===== config.mk =====
export PLATFORM = sky130hd
export DESIGN_NAME = zla_ram
export DESIGN_NICKNAME = d
export VERILOG_FILES = /design/src/rtl/zla_ram.sv
export SDC_FILE = /design/constraint.sdc
export NUM_CORES = 1
export LEC_CHECK = 0
export BUFFER_PORTS_ARGS = -buffer_cell sky130_fd_sc_hd__buf_4
export CORE_MARGIN = 3
export CORE_UTILIZATION = 55
export DETAILED_ROUTE_END_ITERATION = 10
export PLACE_DENSITY = 0.69
export SETUP_SLACK_MARGIN = 0.1
export SYNTH_ARGS = -nofsm -noshare
export SYNTH_HDL_FRONTEND = slang
export SYNTH_SLANG_ARGS = --single-unit

===== constraint.sdc =====
create_clock -name clk -period 5.3 [get_ports clk]
set_clock_uncertainty 0.1 [all_clocks]
set_input_delay 0.53 -clock clk [delete_from_list [all_inputs] [get_ports clk]]
set_output_delay 0.53 -clock clk [all_outputs]
set_load 0.02 [all_outputs]

===== src/rtl/zla_ram.sv =====
// Generic single-port-write, single-port-read RAM with a registered read.
// Used for the zone table and both zone queues. No dependencies.
module zla_ram #(
	parameter int WIDTH = 8,
	parameter int DEPTH = 16
) (
	input  logic                     clk,
	input  logic                     we,
	input  logic [$clog2(DEPTH)-1:0] waddr,
	input  logic [WIDTH-1:0]         wdata,
	input  logic [$clog2(DEPTH)-1:0] raddr,
	output logic [WIDTH-1:0]         rdata
);

	logic [WIDTH-1:0] mem_q [DEPTH];

	// Write on enable, read every cycle (old data on a same-address collision)
	always_ff @(posedge clk) begin
		if (we) begin
			mem_q[waddr] <= wdata;
		end
		rdata <= mem_q[raddr];
	end

endmodule


# Yosys cells after proc, flatten, opt, wreduce, memory -nomap -nowiden
# Memory sizes are Yosys's and may differ from the RTL's. A register that Yosys moved wholly into a read port is not among the register bits.
# Index checks and enable logic that the tools add are counted.
totals:
  register_bits: 0
  mem_bits_rw: 128
  memories: 1
memory_table:
  columns: ["name", "words", "width", "rd", "rd_clocked_by_memory_dff", "wr", "line", "text"]
  rows:
  - ["mem_q", 16, 8, 1, 1, 1, "15", "logic [WIDTH-1:0] mem_q [DEPTH];"]
classes:
  muxes: 2
op_table:
  columns: ["operator", "n"]
  rows:
  - ["1-bit two-way mux", 2]

# Logic depth before layout (Yosys ltp)
logic_depth:
  word_depth: 2
  ltp_mapped: 5

# Least setup slack after synthesis
# No wires, ideal clock.
synth_path:
  kind: "input to register"
  from: "input waddr[2]"
  to: "memory mem_q[0][0] (enable)"
  setup_ns: 0.383
  t_arrival_ns: 1.640
  t_required_ns: 4.817
  setup_slack_ns: 3.177
  cell_stages: 2
  cell_sequence: "or3b_2 -> nor3_1"
synth_rtl:
  columns: ["item", "line", "text"]
  rows:
  - ["start, declared", "9", "input logic [$clog2(DEPTH)-1:0] waddr,"]
  - ["end, declared", "15", null]
# No word-level cell before the write port.

# Final worst setup path
layout_path:
  from: "input waddr[2]"
  to: "memory mem_q[0][1] (enable)"
# No word-level cell before the write port.

==> results.yml <==
grt:
  overflow: 0
  grt_antenna_before_repair: 0
  grt_max_degree: 33
  grt_pass1_wl_mm: 14.5
  grt_pass1_vias: 2422
  grt.total_usage_pct: 20.0
timing:
  slew_viol_final: 0
  hold_viol: 0
  rsz0062_at_grt: "false"
  min_period_ps: 2000
  max_freq_mhz: 500
  worst_pin_slew_ps: 1090
  final.setup.tns_ps: 0
  relSlewSlack_pct: 27.1
  final.period_utilization_pct: 37.7
  setup_viol: 0
die:
  initial_core_util_pct: 57.9
  die_h_microns: 103
  ios: 26
  die_area_sq_mm: 0.0106
  rows: 34
  die-width_microns: 103
  core_area_sq_mm: 0.00889
final_layout:
  fill_cells: 562
  final_cell_mix: "edfxtp_1, buf_4, mux4_2"
  antenna_cells: 0
  multi_input_area_sq_mm: 0.00106
  drive_gt1_share_pct: 25.8
  utilization_pct: 67.5
  area_growth_pct: 16.7
  ff_latch_area_sq_mm: 0.00400
  final_nets: 284
  final_common_cell: "edfxtp_1"
drt:
  route.detailed.drc: 0
  vias: 2306
  drt-pass1-iter-count: 4
  post_drt_wl_per_cell_microns: 24.0
  ant_nets: 0
  drt-vias-per-instance: 5.96
  wirelength_mm: 9.29
  drt_first_iter_violations: 187
cts:
  cts_resized: 0
  h-tree-depth: 4
  ctsHoldBuffers: 0
  cts_buffers: 17
  cts_setup_buffers: 0
  cts_sinks: 136
  clk_pin_slew_ps: 60
  cts_tree: "yes"
  clockBufferDepth: 2
  cts_root_buffer: "clkbuf_8"
  clock_latency_ps: 510
synthesis:
  avgSynthCellArea_sq_um: 22.5
  synth_seq_area_share_pct: 77.8
  ys_seq_elements: 136
  yosys.area.top_type: "edfxtp_1"
  synth_area_leaders: "edfxtp_1, mux4_2, mux4_1"
  synthCells: 229
  syn_nets: 247
  post-synth-top-area-fraction_pct: 74.7
  yosysWarnings: 0
  synth_cell_types: 19
  syn_area_sq_mm: 0.00515
status:
  status: "completed"
placement:
  hpwl_mm: 5.54
  gp_congestion: 0.749
  portBuffers: 25
pwr:
  p_leak_nw: 2.01
  powerDensity_mw_per_mm2: 417
  peakVddDrop_v: 0.000242
worst_hold_path:
  hp-class: "in -> reg"
setup_path:
  critical_path_class: "in -> reg"
  crit_path_end_kind: "flip-flop"
  arrival_ps: 2020
  start_kind: "input pin"
  worstPathMaxFanout: 8
  required_ps: 5320
flow_run:
  drv_cap: 0
==> path summary, 6_finish.rpt <==
path	from	slack, ps	end	cells past startpoint
max	waddr[2]	3300	mem_q[0][1]	3
min	wdata[5]	230	mem_q[7][5]	1
max reg2reg	mem_q[9][1]	3830	rdata[1]	3
min reg2reg	mem_q[4][1]	560	rdata[1]	3
==> final cells by class <==
| type | instances | share of cell area [%] |
|---|---|---|
| repair buffers | 28 | 3.50 |
| flip-flops and latches | 136 | 66.7 |
| well taps | 108 | 2.25 |
| clock inverters | 8 | 2.46 |
| multi-input cells | 83 | 17.6 |
| clock buffers | 24 | 7.50 |
==> per-stage QoR <==
step / hold slack (ps) / setup slack, ps / instance area [sq um] / power (mW) / std cells
final: 233 / 3300 / 6000 / 2.51 / 387
after global routing: 224 / 3200 / 6000 / 2.59 / 387
after CTS: 212 / 3280 / 6000 / 2.52 / 387
after detailed placement: 550 / 2740 / 5410 / 1.35 / 355
after global placement: 548 / 2750 / 5410 / 1.35 / 355
after floorplan: 529 / 3180 / 5150 / 1.30 / 229
==> worst max-delay path: stages <==
cell,delay (ps)
buf_4,120
or3b_2,510
nor3_1,850
==> sequential cells by signal, summed over array words and instances (netlist names) <==
register / cells
rdata: 8
mem_q: 128
==> logic make-up (layout without fill, tap and decap cells) <==
logic type,Yosys count,after routing,share of synthesized area (%)
simple gates,35,35,3.18
flops,136,136,77.8
compound gates,16,16,2.33
mux,32,32,15.0
buf+inv,10,60,1.68
==> synthesized netlist by cell type (all sizes together) <==
library cell and instances:
nor2b 1, nor2 13, dfxtp 8, nand2 9, nand2b 2, nor3 4
nand3 1, edfxtp 128, a22oi 16, nand3b 2, and2 1, and2b 1
buf 7, mux4 32, or3b 1, clkdlybuf4s25 3
==> per-layer routing <==
layer	vias up	part of all wire [%]	wire length (microns)	GRT usage, %
met5	-	0	0	0
met4	0	0.70	65	7.17
met3	6	6.3	586	5.82
met2	85	50	4620	29.1
met1	1170	43	4020	29.6
li1	1045	-	-	-
==> where the power goes <==
| part | switching, mW | total (mW) | internal, mW |
|---|---|---|---|
| registers | 0.00677 | 1.21 | 1.20 |
| clock network | 0.402 | 1.18 | 0.776 |
| logic | 0.0680 | 0.119 | 0.0507 |
| total | 0.477 | 2.51 | 2.03 |
No activity file was read; power rests on OpenSTA's default activity.
